===== config.mk =====
export PLATFORM = sky130hd
export DESIGN_NAME = wsbl_cell
export DESIGN_NICKNAME = d
export VERILOG_FILES = /design/src/rtl/wsbl_pkg.sv /design/src/rtl/wsbl_cell.sv
export SDC_FILE = /design/constraint.sdc
export NUM_CORES = 1
export LEC_CHECK = 0
export ABC_AREA = 1
export BUFFER_PORTS_ARGS = -buffer_cell sky130_fd_sc_hd__buf_2
export CAP_MARGIN = 10
export CORE_AREA = 2 2 96 98
export CTS_CLUSTER_DIAMETER = 40
export CTS_CLUSTER_SIZE = 14
export DETAILED_ROUTE_END_ITERATION = 8
export DIE_AREA = 0 0 98 100
export GPL_TIMING_DRIVEN = 0
export PLACE_DENSITY = 0.87
export SYNTH_ARGS = -nofsm -noshare
export SYNTH_HDL_FRONTEND = slang
export SYNTH_SLANG_ARGS = --single-unit

===== constraint.sdc =====
create_clock -name clk -period 3.5 [get_ports clk]
set_input_delay 0.7 -clock clk [delete_from_list [all_inputs] [get_ports clk]]
set_output_delay 0.7 -clock clk [all_outputs]
set_load 0.1 [all_outputs]

===== src/rtl/wsbl_pkg.sv =====
package wsbl_pkg;

    // Fixed field widths of one word.
    localparam int LenW   = 3;
    localparam int CharsW = 56;
    localparam int CharB  = CharsW / 8;

    // Word request as it arrives.
    typedef struct packed {
        logic [LenW-1:0]   word_length;
        logic [CharsW-1:0] word_chars;
        logic              last_word;
    } word_req_t;

    // Sorted result as it leaves.
    typedef struct packed {
        logic [LenW-1:0]   sorted_length;
        logic [CharsW-1:0] sorted_chars;
        logic              last_result;
        logic              overflowed;
    } sorted_req_t;

    // One stored record.
    typedef struct packed {
        logic [LenW-1:0]   len;
        logic [CharsW-1:0] chars;
    } rec_t;

    // Contents of one cell as seen by its neighbors.
    typedef struct packed {
        logic valid;
        rec_t rec;
    } slot_t;

    // Command broadcast to every cell.
    typedef struct packed {
        logic insert;
        logic drain;
        rec_t new_rec;
    } cell_ctl_t;

    // Sequencer states.
    typedef enum logic [1:0] {
        ST_LOAD  = 2'b01,
        ST_DRAIN = 2'b10
    } state_t;

endpackage


===== src/rtl/wsbl_cell.sv =====
module wsbl_cell (
    input  logic               clk,
    input  logic               rst_n,
    input  wsbl_pkg::cell_ctl_t ctl,
    input  wsbl_pkg::slot_t    left,
    input  logic               left_gt,
    input  wsbl_pkg::slot_t    right,
    output wsbl_pkg::slot_t    slot,
    output logic               gt
);
    import wsbl_pkg::*;

    logic valid_reg;
    logic valid_next;
    rec_t rec_reg;
    rec_t rec_next;

    // The new word goes behind every stored word of equal or smaller length,
    // which keeps words of equal length in arrival order.
    assign gt = !valid_reg || (rec_reg.len > ctl.new_rec.len);

    // Insert shifts the tail right and drops the new word into the gap;
    // drain shifts everything left toward the head cell.
    always_comb
    begin
        valid_next = valid_reg;
        rec_next   = rec_reg;
        if (ctl.insert && gt)
        begin
            if (left_gt)
            begin
                valid_next = left.valid;
                rec_next   = left.rec;
            end
            else
            begin
                valid_next = 1'b1;
                rec_next   = ctl.new_rec;
            end
        end
        else if (ctl.drain)
        begin
            valid_next = right.valid;
            rec_next   = right.rec;
        end
    end

    always_ff @(posedge clk or negedge rst_n)
    begin
        if (!rst_n)
        begin
            valid_reg <= 1'b0;
        end
        else
        begin
            valid_reg <= valid_next;
        end
    end

    always_ff @(posedge clk)
    begin
        rec_reg <= rec_next;
    end

    assign slot.valid = valid_reg;
    assign slot.rec   = rec_reg;

endmodule

==> metrics.cfg <==
[status]
status=complete, no violations

[floorplanning]
die_area_mm2=0.00980
num_rows=35
initial_utilization_pct=37.5
die_width_um=98
core-area_mm2=0.00889
die_height_um=100
io_pins=245

[sta]
drv_slew=0
setup_viol=0
hold_viol=0
min_period_ns=2.58
worst_pin_slew_ns=0.605
fmax_mhz=387
worst_slack_ns=0.919
rsz0062_at_grt=no
finClkSkew_ns=0.0119
finalCritPeriodShare_pct=73.7
maxSlewHeadroom_pct=59.5
finalSetupTns_ns=0

[route]
detail-route-antenna-nets=0
drt_iter0_markers=130
drt-total-wl_um=9520
vias=3149
drc=0
wl_per_cell_um=14.5
vias_per_cell=4.81
drt_pre_antenna_iters=4

[placement]
io_buffers=243
routabilityCongestion=0.880
hpwl_um=7630
post-place-ws_ns=0.604

[synth]
syn_area_mm2=0.00333
ys_seq_area_share_pct=54.0
yosys_warnings=0
syn_nets=471
synth-seq-cells=60
netlist-cell-type-count=20
syn_avg_cell_area_um2=11.7
synthCells=284

[layout]
largest_reg_flops=59
nFillCells=803
syn2layout_area_growth_pct=47.0
drive_gt1_share_pct=57.0
layout.nets=726
final_cell_mix=buf_2, nand2_1, edfxtp_1, mux2i_1, o21ai_2
num_antenna_cells=0
mostFrequentLayoutCell=buf_2

[hold_path]
hp-class=primary input to asynchronous set/reset pin

[grt]
met2_usage_pct=35.0
first_global_vias=3177
grtUsageMet3_pct=5.29
grt_overflow=0
antenna_found_initial=0
grt_pass1_wl_um=14600
grt_usage_pct=18.9
grt_max_degree=38
grt.busiest_layer=met2
grt.met1_usage_pct=19.7

[clock_network]
clkLatencyLatePin_ns=0.33
clockBufferDepth=2
cts-buffers-inserted=9
clockRootBuffer=clkbuf_8
clk_pin_slew_ns=0.07
cts_tree=yes
cts_setup_buffers=0
hold_buffers=0
ctsResizeCount=0
cts.sinks=60
htree_levels=3

[worst_setup_path]
cp-end-kind=output port
worstPathRequired_ns=2.80
reg2reg_from=slot[58]
r2r_cells=9
cp.arrival_ns=1.88
r2r_setup_slack_ns=1.07
worstSetupStartpointType=primary input
r2r-end=slot[13]
critical_path_class=primary input to output port
cp_max_fo=3

[run]
max-cap-violations=0

[power_and_ir_drop]
powerDensity_mw_per_mm2=732
max-vdd-ir-drop_v=0.000281
leakagePower_uw=0.00250

[cell families (layout without fill, tap and decap cells)]
family          after synthesis  after routing  synth area share [%]
simple gates                 75             75                  8.91
mux                          57             57                  17.1
flops                        60             60                  54.0
compound gates               62             62                  12.7
buf+inv                      27            287                  6.16
fa+ha+maj                     3              3                  1.13
[cell type report]
type                    instances  area [um2]  share of cell area, %
multi-input cells             197        1330                   27.2
inverters                       6        22.5                  0.460
clock buffers                  11         131                   2.68
flip-flops and latches         60        1800                   36.7
well taps                     111         139                   2.84
clock inverters                 5        55.1                   1.13
plain buffers                  21         183                   3.73
repair buffers                244        1240                   25.3
[per-layer routing]
layer  routed length [um]  up-vias
met3                  771       22
met2                 5040      166
met4                  254        0
li1                     -     1528
met5                    0        -
met1                 3450     1433
[Yosys cell counts]
cell type	n	area (um2)
buf_6	10	113
edfxtp_1	59	1770
nor2_1	1	3.75
clkbuf_4	1	7.51
mux2i_1	57	571
nand2_1	68	255
nand2_2	1	6.26
o21ai_1	9	45.0
buf_8	1	15.0
dfrtp_1	1	25.0
o21ai_2	30	263
inv_1	6	22.5
buf_4	2	15.0
buf_2	5	25.0
clkbuf_1	2	7.51
nand2_4	1	11.3
o21ai_0	22	110
ha_1	3	37.5
nand3_1	4	20.0
a21oi_1	1	5.00
[through the flow]
step           utilization [%]  cell area (um2)  cells  hold WS [ns]  total power [uW]
5_1_grt                   55.0             4890    655         0.108              3730
6_report                  55.0             4890    655         0.135              3580
3_3_place_gp              52.7             4690    638         0.481              2970
4_1_cts                   55.0             4890    655         0.119              3610
3_5_place_dp              52.9             4710    639         0.483              3010
2_1_floorplan                -             3330    284         0.404              2640
[worst max path at each step]
| stage | startpoint | endpoint | slack (ns) |
|---|---|---|---|
| 2_1_floorplan | slot[58] | slot[0] | 0.13 |
| 3_3_place_gp | ctl[58] | slot[20] | 0.25 |
| 3_5_place_dp | ctl[58] | slot[23] | 0.60 |
| 4_1_cts | ctl[58] | gt | 0.91 |
| 5_1_grt | ctl[58] | slot[26] | 0.82 |
| 6_report | ctl[58] | gt | 0.92 |
[power breakdown]
group	internal [uW]	switching, uW	total, uW
clock network	327	276	603
registers	1010	43.1	1050
logic	359	1570	1930
[worst max-delay path, cell delays in order]
cell	delay, ns
buf_2	0.07
inv_1	0.05
ha_1	0.32
nand3_1	0.08
nand2_1	0.07
nand2_1	0.05
nand2_2	0.10
buf_2	0.44
Note: power is estimated with default switching activity, not from simulation.
